`src/rtl/core/bmwm_ram.sv`:
```
// ----------------------------------------------------------------------------
// bmwm_ram
// generic single write port, single read port ram with registered read
// ----------------------------------------------------------------------------
module bmwm_ram #(
  parameter int WIDTH = 8,
  parameter int DEPTH = 16,
  localparam int ADDR_W = $clog2(DEPTH)
) (
  input  logic              clk,
  input  logic              wr_en,
  input  logic [ADDR_W-1:0] wr_addr,
  input  logic [WIDTH-1:0]  wr_data,
  input  logic              rd_en,
  input  logic [ADDR_W-1:0] rd_addr,
  output logic [WIDTH-1:0]  rd_data
);

  logic [WIDTH-1:0] mem [DEPTH];

  // read returns the old contents on a same-address write
  always_ff @(posedge clk) begin
    if (wr_en) begin
      mem[wr_addr] <= wr_data;
    end
    if (rd_en) begin
      rd_data <= mem[rd_addr];
    end
  end

endmodule

```
`config.mk`:
```
export PLATFORM = sky130hd
export DESIGN_NAME = bmwm_ram
export DESIGN_NICKNAME = d
export VERILOG_FILES = /design/src/rtl/core/bmwm_ram.sv
export SDC_FILE = /design/constraint.sdc
export NUM_CORES = 1
export LEC_CHECK = 0
export BUFFER_PORTS_ARGS = -buffer_cell sky130_fd_sc_hd__buf_2
export CORE_ASPECT_RATIO = 1.75
export CORE_MARGIN = 3
export CORE_UTILIZATION = 35
export CTS_BUF_LIST = sky130_fd_sc_hd__clkbuf_2 sky130_fd_sc_hd__clkbuf_4 sky130_fd_sc_hd__clkbuf_8
export DETAILED_ROUTE_END_ITERATION = 16
export HOLD_SLACK_MARGIN = 0.06
export REMOVE_ABC_BUFFERS = 1
export SYNTH_ARGS = -nofsm -noshare
export SYNTH_HDL_FRONTEND = slang
export SYNTH_SLANG_ARGS = --single-unit
```
`constraint.sdc`:
```
create_clock -name clk -period 4.8 [get_ports clk]
set_input_delay 0.24 -clock clk [delete_from_list [all_inputs] [get_ports clk]]
set_output_delay 0.24 -clock clk [all_outputs]
set_load 0.02 [all_outputs]
```
==> metrics.md, run 1 <==
| Metric | Value |
|---|---|
| Port bufs | `26` |
| Pins over their slew limit | `0` |
| Detailed-route via count | `2343` |
| Io pins | `27` |
| Slowest-stage cell, CP | `buf_2` |
| Setup WS pre-CTS | `around 2.4 ns` |
| CTS tree | `done` |
| Maximum net fanout on the critical path | `32` |
| Minimum hold slack | `about 0.19 ns` |
| Drt first pass iters | `4` |
| Clock H-tree levels | `4` |
| P per Cell Area | `approximately 390 nW/um^2` |
| Minimum clock period | `around 1.9 ns` |
| Synth unique cells | `18` |
| CP Buf/Inv Count | `1` |
| Setup bufs post-CTS | `0` |
| Number of buffers created by CTS | `17` |
| Seq/Total Area, Yosys | `about 80%` |
| Worst setup slack after layout | `about 3 ns` |
| R2r worst-path depth | `3` |
| Global-route wire length before repair | `approximately 15000 um` |
| Net count, final | `286` |
| Commonest non-fill, non-tap cell in the layout | `edfxtp_1` |
| Finished Layout Cells | `between 400 and 500` |
| Die width | `between 90 and 100 um` |
| Post-Route Skew | `between 0.006 and 0.007 ns` |
| CP delay by family, top | `buffers and inverters` |
| R2r setup slk | `3.34 ns` |
| Cell Chain, Critical Path | `buf_2 -> mux4_1 -> a22oi_1 -> nand2_1` |
| Placed inst area | `between 5000 and 6000 sq um` |
| Final period utilization | `between 30 and 40%` |
| Total power after layout | `2.261 mW` |
| Starting Density | `36.02%` |
| Synth area leaders | `edfxtp_1 (78%), mux4_2 (7.8%), mux4_1 (7.0%), a22oi_1 (2.3%), nor2_1 (0.93%)` |
| Critical path endpoint category | `flip-flop` |
| Clk slew on worst S/H paths | `0.07 ns` |
| Die ar. | `roughly 16000 sq um` |
| Post-Place Cells | `428` |
| Synth warnings | `0` |
| Gpl congestion | `between 0.6 and 0.7` |
| CP Class | `in -> reg` |
| Avg Cell Area, Syn | `~23 sq um` |
| Vias in the first global route | `approximately 2600` |
| Area leader, netlist | `edfxtp_1` |
| Hold path endpoint | `rd_data[3]` |
| LEAKAGE | `roughly 1.9 nW` |
| Tot GR Track Use | `roughly an eighth` |
| Final Hold Fails | `0` |
| Filler cell count | `1288` |
| Synthesized instance count | `around 230` |
| Area growth, synth to finish | `12.09%` |
| Dpl hpwl | `~6800 um` |
| Peak supply drop | `0.0001468 V` |
| Arrival @ worst endpoint | `around 2 ns` |
| Root buf cell | `clkbuf_8` |
| Die Y | `approximately 170 um` |
| Max incr delay on CP | `0.77 ns` |
| Overflow after GRT | `0` |
| Initial DRC Count | `150` |
| Initial antenna violation count | `0` |
| Via density | `between 5 and 6` |
| # hold bufs at CTS | `0` |
| Critical hold path startpoint | `rd_en` |
| Synth top area share | `between 70% and 80%` |
| Clk sinks | `between 100 and 150` |
| Latest clock arrival within the worst-skew pair | `between 0.4 and 0.5 ns` |
| Layout cells sized above 1 | `approximately 28%` |
| Reg-to-reg critical path startpoint | `mem[3][6]` |
| Final TNS setup | `0 ns` |
| RSZ-0062 raised after global routing | `no` |
| Hold WC Path Type | `in -> reg` |
| Largest net degree at the start of global routing | `33` |
| Post-cts gate resize count | `0` |
| RR Endpoint | `rd_data[6]` |
| CP required | `4.96 ns` |
| Wire per inst | `21.82 um` |
| DRC viols | `0` |
| Routed Antenna Nets | `0` |
| CP Launch Type | `primary input` |
| Fmax | `roughly 530 MHz` |
| Final WL | `10020 um` |
| Synthesized cell area | `roughly 5200 sq um` |
| Finish-stage setup viols | `0` |
| Flops & latches, synth | `136` |
| Highest-count cells in the layout ignoring fill and taps | `edfxtp_1 (136), buf_2 (26), mux4_2 (18)` |
| Max-Cap Viols | `0` |
| Core box area | `between 10000 and 15000 sq um` |
| Std cell rows | `58` |
| Antenna cell count | `0` |
| Final instance area | `roughly 5900 sq um` |
| Max clock buf depth | `2` |
| WHS Path Cells | `1` |
| Status | `finished, final reports clean` |
| Max-slew headroom at the worst pin | `approximately 29%` |
| Final Util | `~40%` |
| Worst slew pin tran | `1.059 ns` |
-- worst max-delay path by stage --
| stage | startpoint | endpoint | slack [ns] | depth (start not counted) |
|---|---|---|---|---|
| after floorplan | wr_addr[2] | mem[0][0] | 3.07 | 2 |
| after global placement | rd_addr[0] | rd_data[5] | 2.41 | 4 |
| after detailed placement | rd_addr[0] | rd_data[3] | 2.43 | 4 |
| after CTS | rd_addr[0] | rd_data[5] | 2.89 | 4 |
| after global routing | rd_addr[0] | rd_data[0] | 2.76 | 4 |
| final | rd_addr[0] | rd_data[5] | 2.92 | 4 |
-- sequential cells by signal, summed over array words and instances (netlist names) --
register / flops
mem: 128
rd_data: 8
-- cells by family (layout without fill, tap and decap cells) --
logic type             Yosys count  after routing  share of synthesized area, %
AOI/OAI and AO/OA               16             16                         2.298
buffers and inverters           10             60                         1.651
DFF                            136            136                         78.12
muxes                           32             32                         14.79
and+or+nand+nor                 35             35                         3.136
-- final cells by class --
class	count	area [sq um]	share of cell area [%]
Multi-Input combinational cell	83	1062	18.13
Timing Repair Buffer	29	152.6	2.605
Clock buffer	19	249.0	4.249
Tap cell	180	225.2	3.844
Sequential cell	136	4084	69.70
Clock inverter	12	86.33	1.473
-- cells in the mapped netlist --
master and number:
nand3_1 1, nand2b_1 2, or3b_2 1, buf_2 3, nor2_1 13, buf_4 1
and2b_1 1, and2_1 1, nand3b_1 2, buf_6 3, nand2_1 9, clkdlybuf4s25_2 3
nor2b_1 1, nor3_1 4, a22oi_1 16, edfxtp_1 136, mux4_2 18, mux4_1 14
-- worst register-to-register path, delay by kind of cell, from the launching register on --
kind,cells,cell delay [ns]
AOI/OAI and AO/OA,1,0.27
and+or+nand+nor,1,0.11
DFF,1,0.36
muxes,1,0.47
-- per-layer routing --
metal,wire length (um),global-route usage (%),share of wire (%)
met2,5692,23.37,57
met1,3809,14.10,38
met3,334,3.210,3.3
met4,181,4.994,1.8
met5,0,0,0
-- power by group --
group	internal [mW]	switching [mW]	total [mW]	leakage [nW]
Combinational	0.0466	0.0730	0.120	0.490
Sequential	1.34	0.00639	1.34	1.24
Clock	0.405	0.392	0.798	0.174
Total	1.79	0.471	2.26	1.90
(Power assumes the default switching activity.)
==> run 2, diff against run 1 <==
==> constraint.sdc (replaced) <==
create_clock -name clk -period 1.5 [get_ports clk]
set_input_delay 0.075 -clock clk [delete_from_list [all_inputs] [get_ports clk]]
set_output_delay 0.075 -clock clk [all_outputs]
set_load 0.02 [all_outputs]
==> run 2 against run 1 <==
Largest power group unchanged. Via count increased by 5.5%. Non-clock buffer count is 31 higher. Worst hold slack improved by 0.035 ns. Setup slack lost 2.9 ns. Register-to-register slack worse by 3.3 ns. Highest routed layer unchanged. Combinational power grew to 3.7 times the previous value. Clock power grew to 3.3 times the previous value. Utilization rose by 2.1 points.
==> metrics.md, run 2 (same netlist as run 1, synthesis figures left out) <==
| Metric | Value |
|---|---|
| Status | `finished, final reports clean (unchanged)` |
| Core box area | `14510 sq um (unchanged)` |
| Port bufs | `26 (unchanged)` |
| Wire per inst | `20.94 um (was 21.82 um)` |
| Largest Register | `mem (unchanged)` |
| Arrival @ worst endpoint | `1.62 ns (was 2.05 ns)` |
| Critical path endpoint category | `flip-flop (unchanged)` |
| Max-slew headroom at the worst pin | `48.26% (was 29.39%)` |
| Antenna cell count | `0 (unchanged)` |
| Clk sinks | `136 (unchanged)` |
| Max clock buf depth | `2 (unchanged)` |
| Io pins | `27 (unchanged)` |
| Setup bufs post-CTS | `0 (unchanged)` |
| Critical hold path startpoint | `wr_addr[1] (was rd_en)` |
| RR Endpoint | `rd_data[5] (was rd_data[6])` |
| Std cell rows | `58 (unchanged)` |
| Maximum net fanout on the critical path | `1 (was 32)` |
| Worst slew pin tran | `0.7732 ns (was 1.059 ns)` |
| Fmax | `689.4 MHz` |
| LEAKAGE | `2.053 nW (was 1.900 nW)` |
| WHS Path Cells | `3 (was 1)` |
| Routed Antenna Nets | `0 (unchanged)` |
| Clock H-tree levels | `4 (unchanged)` |
| Drt first pass iters | `4 (unchanged)` |
| Starting Density | `36.02% (unchanged)` |
| Overflow after GRT | `0 (unchanged)` |
| CP required | `1.66 ns (was 4.96 ns)` |
| DRC viols | `0 (unchanged)` |
| Area growth, synth to finish | `17.90% (was 12.09%)` |
| Setup WS pre-CTS | `-0.1206 ns (was 2.431 ns)` |
| P per Cell Area | `1195 nW/um^2 (was 385.8 nW/um^2)` |
| Number of buffers created by CTS | `17 (unchanged)` |
| Vias in the first global route | `2642 (was 2592)` |
| CP Class | `reg -> reg (was in -> reg)` |
| Detailed-route via count | `2471 (was 2343)` |
| Max reg flops | `128 (unchanged)` |
| Post-Route Skew | `0.01032 ns (was 0.006495 ns)` |
| Layout cells sized above 1 | `32.90% (was 27.60%)` |
| Highest-count cells in the layout ignoring fill and taps | `edfxtp_1 (136), buf_2 (26), buf_4 (23) (was edfxtp_1 (136), buf_2 (26), mux4_2 (18))` |
| Hold path endpoint | `mem[0][0] (was rd_data[3])` |
| Final period utilization | `96.71%` |
| Root buf cell | `clkbuf_8 (unchanged)` |
| Via density | `5.043 (was 5.105)` |
| Worst setup slack after layout | `0.04938 ns (was 2.916 ns)` |
| Final Util | `42.47% (was 40.37%)` |
| Final WL | `10260 um (was 10020 um)` |
| Final Hold Fails | `0 (unchanged)` |
| Max-Cap Viols | `0 (unchanged)` |
| Net count, final | `317 (was 286)` |
| Finish-stage setup viols | `0 (unchanged)` |
| Hold WC Path Type | `in -> reg (unchanged)` |
| Latest clock arrival within the worst-skew pair | `0.42 ns (was 0.41 ns)` |
| R2r worst-path depth | `3 (unchanged)` |
| CTS tree | `done (unchanged)` |
| Clk slew on worst S/H paths | `0.07 ns (about the same)` |
| Dpl hpwl | `7089 um (was 6789 um)` |
| Biggest regs | `mem x128, rd_data x8 (unchanged)` |
| Die width | `98.39 um (unchanged)` |
| Minimum hold slack | `0.2241 ns (was 0.1889 ns)` |
| Pins over their slew limit | `0 (unchanged)` |
| Initial antenna violation count | `0 (unchanged)` |
| Initial DRC Count | `137 (was 150)` |
| Peak supply drop | `0.0004876 V (was 0.0001468 V)` |
| Minimum clock period | `~1.5 ns` |
| CP Launch Type | `flip-flop (was primary input)` |
| Gpl congestion | `0.7589 (was 0.6946)` |
| Largest net degree at the start of global routing | `33 (unchanged)` |
| Commonest non-fill, non-tap cell in the layout | `edfxtp_1 (unchanged)` |
| Global-route wire length before repair | `15900 um (was 15410 um)` |
| Reg-to-reg critical path startpoint | `mem[1][5] (was mem[3][6])` |
| Die Y | `167.7 um (unchanged)` |
| Tot GR Track Use | `13.27% (was 12.82%)` |
| R2r setup slk | `0.05 ns (was 3.34 ns)` |
| Die ar. | `16500 sq um (unchanged)` |
[run 2: final cells by class]
type	count	area [sq um]
fill	1276	8351
tap	180	225.2
clock inverter	13	107.6
multi-input combinational	83	1072
timing repair buffer	60	432.9
sequential	136	4084
clock buffer	18	241.5
[run 2: power by group]
group,total [mW],switching [mW],internal (mW)
registers,4.30,0.0204,4.28
clock network,2.63,1.33,1.30
logic,0.439,0.246,0.193
[run 2: metrics by stage]
stage                     TNS [ns]  cell area (sq um)  instances  power (mW)
after floorplan            -0.5430               5141        219       4.572
after global placement     -0.3592               5709        450       4.794
after detailed placement   -0.5409               5709        450       4.810
after CTS                        0               6148        490       7.464
after global routing      -0.01661               6163        490       7.659
final                            0               6163        490       7.364
[run 2: critical path, cell delays in order (launching register included)]
cell and delay, ns:
edfxtp_1 0.37, mux4_1 0.54, a22oi_2 0.21, nand2_1 0.08
[run 2: metal layers]
metal / up-vias / share of wire (%) / global-route usage (%)
li1: 1114 / - / -
met1: 1269 / 38 / 15.44
met2: 69 / 55 / 22.28
met3: 19 / 4.0 / 3.460
met4: 0 / 3.1 / 7.075
met5: - / 0 / 0
[run 2: how the worst max path moves through the flow]
stage	endpoint	slack, ns	start	cells past startpoint
after floorplan	mem[0][0]	-0.07	wr_addr[2]	2
after global placement	rd_data[4]	-0.08	rd_addr[0]	5
after detailed placement	rd_data[5]	-0.12	rd_addr[0]	5
after CTS	rd_data[5]	0.04	mem[0][5]	3
after global routing	rd_data[2]	-0.02	mem[1][2]	3
final	rd_data[5]	0.05	mem[1][5]	3
[run 2: repair_timing]
item / CTS / global route
endpoints found under the hold margin: 136 / 0
gates resized for setup: 0 / 3
endpoints found under the setup margin: 0 / 3
hold buffers: 9 / 0
==> run 3, diff against run 2 <==
--- a/config.mk
+++ b/config.mk
@@ -5,6 +5,7 @@
 export SDC_FILE = /design/constraint.sdc
 export NUM_CORES = 1
 export LEC_CHECK = 0
+export ABC_AREA = 1
 export BUFFER_PORTS_ARGS = -buffer_cell sky130_fd_sc_hd__buf_2
 export CORE_ASPECT_RATIO = 1.75
 export CORE_MARGIN = 3
==> run 3 against run 2 <==
Via count grew 54%. Synthesized area grew 12%. Utilization decreased by 0.42 points. Synthesized cell count increased by 140%. Sequential share of layout area is 6.0 points lower. Critical path depth rose by 3. Final cell count rose by 70%. Die area grew 11%. Highest routed layer unchanged.
==> metrics.md, run 3 <==
| Metric | Value |
|---|---|
| Reg power frac | `53.0% (was 58.4%)` |
| Clock H-tree levels | `4 (unchanged)` |
| Synthesized cell area | `5847 sq um (was 5228 sq um)` |
| Cell Chain, Critical Path | `inv_1 -> nand2_1 -> nand3_1 -> nand3_1 -> nand3_1 -> nand2_1 (was mux4_1 -> a22oi_2 -> nand2_1)` |
| P per Cell Area | `1199 nW/um^2 (was 1195 nW/um^2)` |
| CTS tree | `done (unchanged)` |
| Crit path depth | `6 (was 3)` |
| Final instance area | `6771 sq um (was 6163 sq um)` |
| Finish-stage setup viols | `0 (unchanged)` |
| Setup WS pre-CTS | `0.1386 ns (was -0.1206 ns)` |
| Synth area leaders | `edfxtp_1 (70%), nand2_1 (11%), nand3_1 (8.3%), inv_1 (6.4%), buf_6 (1.2%) (was edfxtp_1 (78%), mux4_2 (7.8%), mux4_1 (7.0%), a22oi_1 (2.3%), nor2_1 (0.93%))` |
| Clk slew on worst S/H paths | `0.08 ns (was 0.07 ns)` |
| Ys async rst share | `0% (unchanged)` |
| Io pins | `27 (unchanged)` |
| Die width | `103.7 um (was 98.39 um)` |
| Peak supply drop | `0.0005052 V (was 0.0004876 V)` |
| Post-Route Skew | `0.009094 ns (was 0.01032 ns)` |
| Final WL | `13930 um (was 10260 um)` |
| Gpl congestion | `0.8583 (was 0.7589)` |
| Clk sinks | `136 (unchanged)` |
| Avg Cell Area, Syn | `10.61 sq um (was 22.83 sq um)` |
| Root buf cell | `clkbuf_8 (unchanged)` |
| Final Util | `42.05% (was 42.47%)` |
| Seq/Total Area, Yosys | `69.85% (was 78.12%)` |
| P_int | `6.254 mW (was 5.770 mW)` |
| Maximum net fanout on the critical path | `1 (unchanged)` |
| Post-cts gate resize count | `0 (unchanged)` |
| Arrival @ worst endpoint | `1.39 ns (was 1.62 ns)` |
| Largest net degree at the start of global routing | `63 (was 33)` |
| Final period utilization | `80.04% (was 96.71%)` |
| Initial antenna violation count | `0 (unchanged)` |
| Worst slew pin tran | `0.6226 ns (was 0.7732 ns)` |
| Number of buffers created by CTS | `17 (unchanged)` |
| Hold WC Path Type | `in -> reg (unchanged)` |
| Antenna cell count | `0 (unchanged)` |
| CP Launch Type | `flip-flop (unchanged)` |
| Fmax | `832.9 MHz (was 689.4 MHz)` |
| Max-Cap Viols | `0 (unchanged)` |
| Placed inst area | `6296 sq um (was 5709 sq um)` |
| Net count, final | `618 (was 317)` |
| Primary FF master, synth | `edfxtp_1 (unchanged)` |
| Post-synth top cells | `nand2_1 (173), edfxtp_1 (136), inv_1 (100), nand3_1 (97), nor2_1 (17) (was edfxtp_1 (136), mux4_2 (18), a22oi_1 (16), mux4_1 (14), nor2_1 (13))` |
| Drt first pass iters | `5 (was 4)` |
| Largest Register | `mem (unchanged)` |
| CP dominant cell by count | `nand3_1` |
| Synth top area share | `69.85% (was 78.12%)` |
| Overflow after GRT | `0 (unchanged)` |
| Pins over their slew limit | `0 (unchanged)` |
| Layout cells sized above 1 | `13.24% (was 32.90%)` |
| DRC viols | `0 (unchanged)` |
| Area growth, synth to finish | `15.81% (was 17.90%)` |
| Global-route wire length before repair | `22020 um (was 15900 um)` |
| Minimum clock period | `1.201 ns (was 1.451 ns)` |
| Synth warnings | `0 (unchanged)` |
| Routed Antenna Nets | `0 (unchanged)` |
| RSZ-0062 raised after global routing | `no` |
| Max incr delay on CP | `0.37 ns (was 0.54 ns)` |
| Max-slew headroom at the worst pin | `58.44% (was 48.26%)` |
| Vias in the first global route | `3873 (was 2642)` |
| Core box area | `16100 sq um (was 14510 sq um)` |
| Critical path endpoint category | `flip-flop (unchanged)` |
| Switch share | `22.93% (was 21.64%)` |
| Filler cell count | `1524 (was 1276)` |
| Biggest regs | `mem x128, rd_data x8 (unchanged)` |
| Area leader, netlist | `edfxtp_1 (unchanged)` |
| Die ar. | `18350 sq um (was 16500 sq um)` |
| LEAKAGE | `2.885 nW (was 2.053 nW)` |
| Slowest-stage cell, CP | `edfxtp_1 (was mux4_1)` |
| Status | `finished, final reports clean (unchanged)` |
| R2r worst-path depth | `6 (was 3)` |
| Die Y | `177.0 um (was 167.7 um)` |
| Final TNS setup | `0 ns (unchanged)` |
| Max reg flops | `128 (unchanged)` |
| NetSw | `1.861 mW (was 1.594 mW)` |
| Worst setup slack after layout | `0.2994 ns (was 0.04938 ns)` |
| WHS Path Cells | `1 (was 3)` |
| Synth unique cells | `11 (was 18)` |
| Most frequent cell after synthesis | `nand2_1 (was edfxtp_1)` |
| Post-synth EDFFs | `136 (unchanged)` |
| Port bufs | `26 (unchanged)` |
| CP Class | `reg -> reg (unchanged)` |
| CP Buf/Inv Count | `1 (was 0)` |
| Std cell rows | `61 (was 58)` |
| Detailed-route via count | `3816 (was 2471)` |
| Max clock buf depth | `2 (unchanged)` |
| Total power after layout | `8.116 mW (was 7.364 mW)` |
| CP delay by family, top | `simple AND/OR/NAND/NOR gates (was multiplexers)` |
| Synthesized instance count | `551 (was 229)` |
| Latest clock arrival within the worst-skew pair | `0.43 ns (was 0.42 ns)` |
| Highest-count cells in the layout ignoring fill and taps | `nand2_1 (173), edfxtp_1 (136), inv_1 (100) (was edfxtp_1 (136), buf_2 (26), buf_4 (23))` |
| Wire per inst | `16.74 um (was 20.94 um)` |
| Initial DRC Count | `348 (was 137)` |
| CP required | `1.69 ns (was 1.66 ns)` |
| Starting Density | `36.31% (was 36.02%)` |
| Combinational share of power | `6.9% (was 6.0%)` |
| Final Hold Fails | `0 (unchanged)` |
| Clock Power Share | `40.1% (was 35.7%)` |
| Tot GR Track Use | `16.17% (was 13.27%)` |
| Commonest non-fill, non-tap cell in the layout | `nand2_1 (was edfxtp_1)` |
| Flops & latches, synth | `136 (unchanged)` |
| Dpl hpwl | `8988 um (was 7089 um)` |
| Via density | `4.587 (was 5.043)` |
[run 3: cell count changes in the layout (fill, tap and decap cells not counted), sizes merged, moves of 5 or more]
cell | previous run | this run
inv | 1 | 104
nand3 | 1 | 97
a22oi | 16 | 0
dlygate4sd3 | 9 | 4
nand2 | 9 | 173
mux4 | 32 | 0
[run 3: power by group through the flow]
| stage | registers [mW] | logic (mW) | clock network, mW |
|---|---|---|---|
| finish | 4.30 | 0.561 | 3.26 |
| global route | 4.30 | 0.624 | 3.50 |
| CTS | 4.30 | 0.566 | 3.32 |
| detailed placement | 4.39 | 0.560 | 0 |
| global placement | 4.38 | 0.552 | 0 |
| floorplan | 4.40 | 0.230 | 0 |
[run 3: timing repair]
action	CTS	global route
endpoints found under the hold margin	24	5
hold buffers	2	2
buffers inserted	0	0
[run 3: routing by layer]
layer  share of wire, %  vias up  wire length (um)  GRT usage, %
li1                   -     1876                 -             -
met1                 39     1822              5438         18.01
met2                 54       91              7493         29.13
met3                3.5       27               490         3.140
met4                3.6        0               508         8.652
met5                  0        -                 0             0
[run 3: final timing paths]
path,from,end,slack [ns]
setup / recovery,mem[15][7],rd_data[7],0.30
hold / removal,wr_data[7],mem[10][7],0.08
setup reg to reg,mem[15][7],rd_data[7],0.30
hold reg to reg,mem[8][3],rd_data[3],0.77
[run 3: metrics by stage]
step	instances	hold slack, ns
2_1_floorplan	527	0.1739
3_3_place_gp	796	0.4455
3_5_place_dp	796	0.4484
4_1_cts	830	0.06287
5_1_grt	832	0.06211
6_report	832	0.08403
[run 3: logic make-up (layout without fill, tap and decap cells)]
kind of cell / Yosys count / after routing / share of synthesized area [%]
DFF: 136 / 136 / 69.85
and+or+nand+nor: 289 / 289 / 20.76
buffers and inverters: 126 / 187 / 9.394
[run 3: area by class of cell]
| class | instances | area, sq um | area share (%) |
|---|---|---|---|
| sequential | 136 | 4084 | 60.31 |
| multi-input combinational | 289 | 1214 | 17.92 |
| inverter | 102 | 382.9 | 5.654 |
| timing repair buffer | 53 | 380.4 | 5.617 |
| tap | 220 | 275.3 | 4.065 |
| clock buffer | 17 | 234.0 | 3.455 |
| clock inverter | 15 | 201.4 | 2.975 |
